### src/rtl/htfd_pkg.sv
// Package with the types, constants and helper functions of the sensor frame decoder.
`timescale 1ns / 1ps

package htfd_pkg;

    localparam logic [7:0]  CRC_POLY    = 8'h31;
    localparam logic [7:0]  CRC_INIT    = 8'hFF;
    localparam logic [16:0] FULL_SCALE  = 17'd65535;
    localparam logic [30:0] TEMP_SPAN   = 31'd17500;
    localparam logic [30:0] HUM_SPAN    = 31'd10000;
    localparam logic [14:0] TEMP_OFFSET = 15'd4500;

    // Position of the next byte inside a six-byte frame.
    typedef enum logic [2:0] {
        POS_TEMP_MSB = 3'd0,
        POS_TEMP_LSB = 3'd1,
        POS_TEMP_CRC = 3'd2,
        POS_HUM_MSB  = 3'd3,
        POS_HUM_LSB  = 3'd4,
        POS_HUM_CRC  = 3'd5
    } pos_t;

    // A completed frame as it leaves the byte stage.
    typedef struct packed {
        logic [15:0] temp_word;
        logic [15:0] humid_word;
        logic        crc_ok;
        logic [31:0] count;
    } frame_t;

    // A completed frame after scaling to hundredths.
    typedef struct packed {
        logic signed [14:0] temperature;
        logic [13:0]        humidity;
        logic               crc_ok;
        logic [31:0]        count;
    } scaled_t;

    // One byte of CRC-8, MSB first, no final xor.
    function automatic logic [7:0] crc8_update(input logic [7:0] crc, input logic [7:0] data);
        logic [7:0] c;
        c = crc ^ data;
        for (int k = 0; k < 8; k++) begin
            c = c[7] ? ({c[6:0], 1'b0} ^ CRC_POLY) : {c[6:0], 1'b0};
        end
        return c;
    endfunction

    // Floor division by 65535 for values below 2^31. With x = q0*65536 + lo, the
    // remainder against 65535 is lo + q0, which stays below twice the divisor.
    function automatic logic [14:0] div_65535(input logic [30:0] x);
        logic [14:0] q0;
        logic [16:0] r;
        logic [14:0] q;
        q0 = x[30:16];
        r  = {1'b0, x[15:0]} + {2'b00, q0};
        q  = q0 + {14'd0, (r >= FULL_SCALE)};
        return q;
    endfunction

endpackage

### src/rtl/htfd_if.sv
// Handshake interfaces for the frame byte channel and the result channel.
`timescale 1ns / 1ps

interface htfd_byte_if;
    logic       valid;
    logic       ready;
    logic [7:0] rx_byte;
    logic       first_byte;

    modport source (output valid, output rx_byte, output first_byte, input ready);
    modport sink   (input valid, input rx_byte, input first_byte, output ready);
endinterface

interface htfd_result_if;
    logic               valid;
    logic               ready;
    logic signed [14:0] temperature_centi;
    logic [13:0]        humidity_centi;
    logic               crc_ok;
    logic [31:0]        frame_count;

    modport source (output valid, output temperature_centi, output humidity_centi,
                    output crc_ok, output frame_count, input ready);
    modport sink   (input valid, input temperature_centi, input humidity_centi,
                    input crc_ok, input frame_count, output ready);
endinterface

### src/rtl/humidity_temperature_frame_decoder_core.sv
// Top level of the sensor frame decoder: byte stage, scaling stage and result register.
// Throughput: one byte transfer per cycle, sustained, while results are taken.
// After the transfer of its sixth byte, a frame is registered in the scaling stage and then in the result register.
// The scaling stage and the result register decouple the byte input from result stalls.
// Reset clears the byte position, CRC, words, held values, frame count and valid flags.
`timescale 1ns / 1ps

module humidity_temperature_frame_decoder_core (
    input  logic clk,
    input  logic rst_n,
    htfd_byte_if.sink     frame_bytes,
    htfd_result_if.source results
);
    import htfd_pkg::*;

    pos_t               pos_reg, pos_next, pos_cur;
    logic [7:0]         crc_reg, crc_next, crc_cur;
    logic [15:0]        temp_word_reg, temp_word_next;
    logic [15:0]        humid_word_reg, humid_word_next;
    logic               temp_good_reg, temp_good_next;
    logic [31:0]        count_reg, count_next;
    logic               frame_done;
    logic               frame_ok;
    logic               in_xfer;

    logic               scale_valid;
    logic               scale_free;
    logic               out_load;
    frame_t             frame;
    scaled_t            scaled;

    logic signed [14:0] held_temp_reg;
    logic [13:0]        held_hum_reg;
    logic               res_valid_reg;
    logic signed [14:0] res_temp_reg;
    logic [13:0]        res_hum_reg;
    logic               res_ok_reg;
    logic [31:0]        res_count_reg;

    assign out_load          = !res_valid_reg || results.ready;
    assign scale_free        = !scale_valid || out_load;
    assign frame_bytes.ready = scale_free;
    assign in_xfer           = frame_bytes.valid && frame_bytes.ready;

    // Byte stage: a first-byte mark restarts the frame before the byte is used.
    always_comb
    begin
        pos_cur         = frame_bytes.first_byte ? POS_TEMP_MSB : pos_reg;
        crc_cur         = frame_bytes.first_byte ? CRC_INIT : crc_reg;
        pos_next        = pos_cur;
        crc_next        = crc_cur;
        temp_word_next  = temp_word_reg;
        humid_word_next = humid_word_reg;
        temp_good_next  = temp_good_reg;
        count_next      = count_reg;
        frame_done      = 1'b0;
        frame_ok        = 1'b0;
        unique case (pos_cur)
            POS_TEMP_MSB:
            begin
                temp_word_next = {frame_bytes.rx_byte, 8'h00};
                crc_next       = crc8_update(crc_cur, frame_bytes.rx_byte);
                pos_next       = POS_TEMP_LSB;
            end
            POS_TEMP_LSB:
            begin
                temp_word_next = temp_word_reg | {8'h00, frame_bytes.rx_byte};
                crc_next       = crc8_update(crc_cur, frame_bytes.rx_byte);
                pos_next       = POS_TEMP_CRC;
            end
            POS_TEMP_CRC:
            begin
                temp_good_next = (crc_cur == frame_bytes.rx_byte);
                crc_next       = CRC_INIT;
                pos_next       = POS_HUM_MSB;
            end
            POS_HUM_MSB:
            begin
                humid_word_next = {frame_bytes.rx_byte, 8'h00};
                crc_next        = crc8_update(crc_cur, frame_bytes.rx_byte);
                pos_next        = POS_HUM_LSB;
            end
            POS_HUM_LSB:
            begin
                humid_word_next = humid_word_reg | {8'h00, frame_bytes.rx_byte};
                crc_next        = crc8_update(crc_cur, frame_bytes.rx_byte);
                pos_next        = POS_HUM_CRC;
            end
            POS_HUM_CRC:
            begin
                frame_done = 1'b1;
                frame_ok   = temp_good_reg && (crc_cur == frame_bytes.rx_byte);
                crc_next   = CRC_INIT;
                count_next = count_reg + 32'd1;
                pos_next   = POS_TEMP_MSB;
            end
            default:
            begin
                pos_next = POS_TEMP_MSB;
                crc_next = CRC_INIT;
            end
        endcase
    end

    always_ff @(posedge clk or negedge rst_n)
    begin
        if (!rst_n)
        begin
            pos_reg        <= POS_TEMP_MSB;
            crc_reg        <= CRC_INIT;
            temp_word_reg  <= 16'd0;
            humid_word_reg <= 16'd0;
            temp_good_reg  <= 1'b0;
            count_reg      <= 32'd0;
        end
        else if (in_xfer)
        begin
            pos_reg        <= pos_next;
            crc_reg        <= crc_next;
            temp_word_reg  <= temp_word_next;
            humid_word_reg <= humid_word_next;
            temp_good_reg  <= temp_good_next;
            count_reg      <= count_next;
        end
    end

    assign frame.temp_word  = temp_word_reg;
    assign frame.humid_word = humid_word_next;
    assign frame.crc_ok     = frame_ok;
    assign frame.count      = count_next;

    htfd_scale u_scale (
        .clk     (clk),
        .rst_n   (rst_n),
        .push    (in_xfer && frame_done),
        .advance (out_load),
        .frame   (frame),
        .valid   (scale_valid),
        .result  (scaled)
    );

    // Held values change only when a frame with both CRCs good reaches the result register.
    always_ff @(posedge clk or negedge rst_n)
    begin
        if (!rst_n)
        begin
            res_valid_reg <= 1'b0;
            held_temp_reg <= 15'sd0;
            held_hum_reg  <= 14'd0;
        end
        else if (out_load)
        begin
            res_valid_reg <= scale_valid;
            if (scale_valid && scaled.crc_ok)
            begin
                held_temp_reg <= scaled.temperature;
                held_hum_reg  <= scaled.humidity;
            end
        end
    end

    always_ff @(posedge clk)
    begin
        if (out_load && scale_valid)
        begin
            res_temp_reg  <= scaled.crc_ok ? scaled.temperature : held_temp_reg;
            res_hum_reg   <= scaled.crc_ok ? scaled.humidity : held_hum_reg;
            res_ok_reg    <= scaled.crc_ok;
            res_count_reg <= scaled.count;
        end
    end

    assign results.valid             = res_valid_reg;
    assign results.temperature_centi = res_temp_reg;
    assign results.humidity_centi    = res_hum_reg;
    assign results.crc_ok            = res_ok_reg;
    assign results.frame_count       = res_count_reg;

    // The CRC is always at its initial value when a new word starts.
    assert property (@(posedge clk) disable iff (!rst_n)
        (pos_reg == POS_TEMP_MSB || pos_reg == POS_HUM_MSB) |-> crc_reg == CRC_INIT)
        else $error("CRC not restarted at the start of a word");

    // The sixth byte of a frame always lands in the scaling stage.
    assert property (@(posedge clk) disable iff (!rst_n)
        (in_xfer && frame_done) |=> scale_valid)
        else $error("completed frame lost before scaling");

    // Scaled values stay inside the sensor range.
    assert property (@(posedge clk) disable iff (!rst_n)
        scale_valid |-> (scaled.temperature >= -15'sd4500 && scaled.temperature <= 15'sd13000
                         && scaled.humidity <= 14'd10000))
        else $error("scaled value out of range");

    // The held values are what a good frame delivers.
    assert property (@(posedge clk) disable iff (!rst_n)
        (res_valid_reg && res_ok_reg) |-> (res_temp_reg == held_temp_reg
                                           && res_hum_reg == held_hum_reg))
        else $error("held values differ from the last good result");

endmodule

### src/rtl/htfd_scale.sv
// Scaling stage: registers the raw products of a completed frame and converts them.
`timescale 1ns / 1ps

module htfd_scale (
    input  logic            clk,
    input  logic            rst_n,
    input  logic            push,
    input  logic            advance,
    input  htfd_pkg::frame_t  frame,
    output logic            valid,
    output htfd_pkg::scaled_t result
);
    import htfd_pkg::*;

    logic        valid_reg;
    logic        valid_next;
    logic [30:0] temp_prod_reg;
    logic [30:0] hum_prod_reg;
    logic        ok_reg;
    logic [31:0] count_reg;
    logic [14:0] temp_q;
    logic [14:0] hum_q;

    always_comb
    begin
        valid_next = valid_reg;
        if (push)
        begin
            valid_next = 1'b1;
        end
        else if (advance)
        begin
            valid_next = 1'b0;
        end
    end

    always_ff @(posedge clk or negedge rst_n)
    begin
        if (!rst_n)
        begin
            valid_reg <= 1'b0;
        end
        else
        begin
            valid_reg <= valid_next;
        end
    end

    always_ff @(posedge clk)
    begin
        if (push)
        begin
            temp_prod_reg <= {15'd0, frame.temp_word} * TEMP_SPAN;
            hum_prod_reg  <= {15'd0, frame.humid_word} * HUM_SPAN;
            ok_reg        <= frame.crc_ok;
            count_reg     <= frame.count;
        end
    end

    assign temp_q = div_65535(temp_prod_reg);
    assign hum_q  = div_65535(hum_prod_reg);

    assign valid              = valid_reg;
    assign result.temperature = $signed(temp_q - TEMP_OFFSET);
    assign result.humidity    = hum_q[13:0];
    assign result.crc_ok      = ok_reg;
    assign result.count       = count_reg;

endmodule
### src/flat_wrapper.sv
// flat-port wrapper written by rule: the top's interface ports become plain ports
module humidity_temperature_frame_decoder_core_flat import htfd_pkg::*;
  (clk, rst_n, frame_bytes_valid, frame_bytes_rx_byte, frame_bytes_first_byte, frame_bytes_ready, results_valid, results_temperature_centi, results_humidity_centi, results_crc_ok, results_frame_count, results_ready);
  htfd_byte_if frame_bytes_i ();
  htfd_result_if results_i ();
  input  logic clk;
  input  logic rst_n;
  input wire logic [$bits(frame_bytes_i.valid)-1:0] frame_bytes_valid;
  input wire logic [$bits(frame_bytes_i.rx_byte)-1:0] frame_bytes_rx_byte;
  input wire logic [$bits(frame_bytes_i.first_byte)-1:0] frame_bytes_first_byte;
  output wire logic [$bits(frame_bytes_i.ready)-1:0] frame_bytes_ready;
  output wire logic [$bits(results_i.valid)-1:0] results_valid;
  output wire logic [$bits(results_i.temperature_centi)-1:0] results_temperature_centi;
  output wire logic [$bits(results_i.humidity_centi)-1:0] results_humidity_centi;
  output wire logic [$bits(results_i.crc_ok)-1:0] results_crc_ok;
  output wire logic [$bits(results_i.frame_count)-1:0] results_frame_count;
  input wire logic [$bits(results_i.ready)-1:0] results_ready;
  assign frame_bytes_i.valid = frame_bytes_valid;
  assign frame_bytes_i.rx_byte = frame_bytes_rx_byte;
  assign frame_bytes_i.first_byte = frame_bytes_first_byte;
  assign frame_bytes_ready = frame_bytes_i.ready;
  assign results_valid = results_i.valid;
  assign results_temperature_centi = results_i.temperature_centi;
  assign results_humidity_centi = results_i.humidity_centi;
  assign results_crc_ok = results_i.crc_ok;
  assign results_frame_count = results_i.frame_count;
  assign results_i.ready = results_ready;
  humidity_temperature_frame_decoder_core u_core (.clk(clk), .rst_n(rst_n), .frame_bytes(frame_bytes_i), .results(results_i));
endmodule
### config.mk
export PLATFORM = sky130hd
export DESIGN_NAME = humidity_temperature_frame_decoder_core_flat
export DESIGN_NICKNAME = d
export VERILOG_FILES = /design/src/rtl/htfd_pkg.sv /design/src/rtl/htfd_if.sv /design/src/rtl/humidity_temperature_frame_decoder_core.sv /design/src/rtl/htfd_scale.sv /design/src/flat_wrapper.sv
export SDC_FILE = /design/constraint.sdc
export NUM_CORES = 1
export LEC_CHECK = 0
export BUFFER_PORTS_ARGS = -buffer_cell sky130_fd_sc_hd__buf_2
export CORE_MARGIN = 2
export CORE_UTILIZATION = 39
export CTS_CLUSTER_SIZE = 28
export DETAILED_ROUTE_END_ITERATION = 12
export SLEW_MARGIN = 20
export SYNTH_ARGS = -nofsm -noshare
export SYNTH_HDL_FRONTEND = slang
export SYNTH_SLANG_ARGS = --single-unit
### constraint.sdc
create_clock -name clk -period 8.7 [get_ports clk]
set_clock_uncertainty 0.1 [all_clocks]
set_input_delay 1.74 -clock clk [delete_from_list [all_inputs] [get_ports clk]]
set_output_delay 1.74 -clock clk [all_outputs]
set_load 0.05 [all_outputs]
==> out/qor.csv <==
metric,value,unit
grt_pass1_wl,57.21,mm
start_util,39.54,%
whs_endpoint,u_core.results.frame_count[25]$_DFFE_PP_,
drc,0,
viasPerCell,4.897,
dieArea,46540,um2
startpoint_type,input port,
syn_inst,1633,
htree_levels,1,
path_cells,buf_2 > nor2b_1 > and3b_1 > buf_4 > nor2_1 > ha_1 > xor2_1 > ha_1 > inv_1 > fa_1 > inv_1 > ha_1 > inv_1 > fa_1 > inv_1 > ha_1 > inv_1 > o22ai_1 > o41ai_1 > o211ai_1 > a31oi_1 > o21bai_1 > a21oi_1 > xnor2_1,
path_clk_slew,0.06,ns
ys_dominant_reg_cell,edfxtp_1,
arrival,7.52,ns
p_leak,9.077,nW
die_w,215.7,um
firstDrtPassIters,7,
drtAntennaViolNets,0,
crit_type,input port to flop,
hold_viol,0,
yosysWarnings,0,
yosysMostFrequentCell,inv_1,
cts-root-buf,clkbuf_16,
ios,77,
fp.dieH,215.7,um
synth_seq_cells,257,
min_from,u_core.u_scale.count_reg[25]$_DFFE_PP_,
worst_slack,1.396,ns
coreArea,44220,um2
crit_fanout,18,
routed_wl,34.05,mm
clock_sinks,257,
area_growth,11.22,%
insertion_delay,0.57,ns
grt_start_max_net_pins,69,
synthArstFlopShare,41.63,%
r2r-end,u_core.u_scale.hum_prod_reg[27]$_DFFE_PP_,
status,"complete, no violations",
clock.fmax,136.9,MHz
synth_area_per_cell,10.71,um2
post-place-ws,0.8722,ns
synth.distinct_cells,70,
hpwlAfterDp,26.12,mm
r2r_start,u_core.pos_reg[0]$_DFFE_PN0P_,
synth_top_area_share,25.76,%
ir_worst_vdd,0.0003162,V
cp.required,8.92,ns
finalSetupViolations,0,
reg2reg_slack,2.28,ns
cts_buffers,28,
post_cts_resized,0,
slew_headroom,39.15,%
slew_violations,0,
cts_setup_buffers,0,
end_kind,flop,
drtIter0Drc,631,
cpMostUsedCell,inv_1,
worst-r2r-cell-count,20,
synth_largest_area_cell,edfxtp_1,
critical_path.max_stage_delay,0.55,ns
syn-num-nets,1923,
num_rows,77,
antenna_found_initial,0,
gr-total-overflow,0,
synthTopCellsByCount,"217 x inv_1, 200 x ha_1, 150 x edfxtp_1, 114 x nand2_1, 113 x nor2_1",
synth_area_leaders,"edfxtp_1 26%, ha_1 14%, dfrtp_1 14%",
layout_min_cycle_time,7.304,ns
synth_edf_count,150,
track_usage,14.90,%
n_antenna_cell,0,
grt_pass1_vias,11214,
nets,1995,
setup_tns,0,ns
critPathSlowestCell,o41ai_1,
place.gp.congestion,0.8469,
cts_tree,yes,
cts_max_path_buffers,3,
p_per_area,373.3,nW/um2
vias,11356,
tightestPinTransition,0.9127,ns
drive_gt1_share,10.89,%
holdCritPathClass,flop to flop,
placement.io_buffers,76,
cts_hold_buf,0,
wire_per_inst,14.68,um
syn_area,17480,um2
period_share,83.96,%
yosysSeqAreaShare,41.13,%
maxCapViolCount,0,
min_path_cells,0,
rsz0062_at_grt,false,
[placed cells by master (no fill, tap or decap), types with 13 or more instances in the layout]
cell type  netlist  final
a21o_1          24     24
fa_1            77     77
a21oi_1         97     97
nand3_1         30     30
o211ai_1        13     13
clkbuf_16        0     28
o21ai_0         64     64
inv_1          217    216
buf_2            4     75
nand4_1         18     18
dfrtp_1         99     99
ha_1           200    200
edfxtp_1       150    150
nand2_1        114    114
xnor2_1         95     95
nor2_1         113    113
mux2_2          28     28
nor3_1          18     18
xor2_1          67     67
[through the flow]
| step | cell area, um2 | total power, W | util (%) | instances | hold slack (ns) |
|---|---|---|---|---|---|
| CTS | 19450 | 0.007334 | 43.97 | 2319 | 0.3195 |
| floorplan | 17480 | 0.005145 | - | 1633 | 0.3003 |
| detailed placement | 18500 | 0.006056 | 41.83 | 2267 | 0.3045 |
| finish | 19450 | 0.007260 | 43.97 | 2319 | 0.3175 |
| global route | 19450 | 0.008054 | 43.97 | 2319 | 0.3246 |
| global placement | 18500 | 0.005992 | 41.83 | 2267 | 0.3032 |
[critical path, delay by kind of cell]
kind	cells	cell delay, ns
fa+ha+maj	6	2.28
buf+inv	7	0.80
compound gates	6	1.54
simple gates	3	0.91
xor+xnor	2	0.25
[power by group]
group	internal, W	leakage, nW	switching [W]
sequential	0.00164	2.76	0.000108
combinational	0.00184	5.85	0.00247
clock	0.000708	0.463	0.000495
total	0.00419	9.08	0.00307
[cell families after synthesis]
logic type / after synthesis / share of synthesized area (%)
xor+xnor: 162 / 8.115
compound gates: 268 / 9.325
mux: 36 / 2.261
fa+ha+maj: 277 / 23.13
flops: 257 / 41.13
buf+inv: 262 / 5.782
simple gates: 371 / 10.25
[worst max path at each step]
stage,start,to,cells past startpoint
2_1_floorplan,frame_bytes_first_byte,u_core.u_scale.hum_prod_reg[27]$_DFFE_PP_,22
3_3_place_gp,frame_bytes_first_byte,u_core.u_scale.hum_prod_reg[27]$_DFFE_PP_,21
3_5_place_dp,frame_bytes_first_byte,u_core.u_scale.hum_prod_reg[27]$_DFFE_PP_,24
4_1_cts,frame_bytes_first_byte,u_core.u_scale.hum_prod_reg[27]$_DFFE_PP_,21
5_1_grt,frame_bytes_first_byte,u_core.u_scale.hum_prod_reg[27]$_DFFE_PP_,21
6_report,frame_bytes_first_byte,u_core.u_scale.hum_prod_reg[27]$_DFFE_PP_,24
[layer usage]
layer  GRT usage (%)  vias up  wire (um)
met3           2.072       43       1204
met5               0        -          0
met4           3.241        0        636
met1           21.52     5388      17080
li1                -     5743          -
met2           23.86      182      15140
[layout make-up]
class                           instances  area, um2
Fill cell                            4123      24780
Tap cell                              592      740.7
Inverter                              217      815.8
Sequential cell                       257       7192
Clock inverter                         12      143.9
Timing Repair Buffer                   87      465.4
Multi-Input combinational cell       1114       9283
Clock buffer                           40      805.8
(Power assumes the default switching activity.)
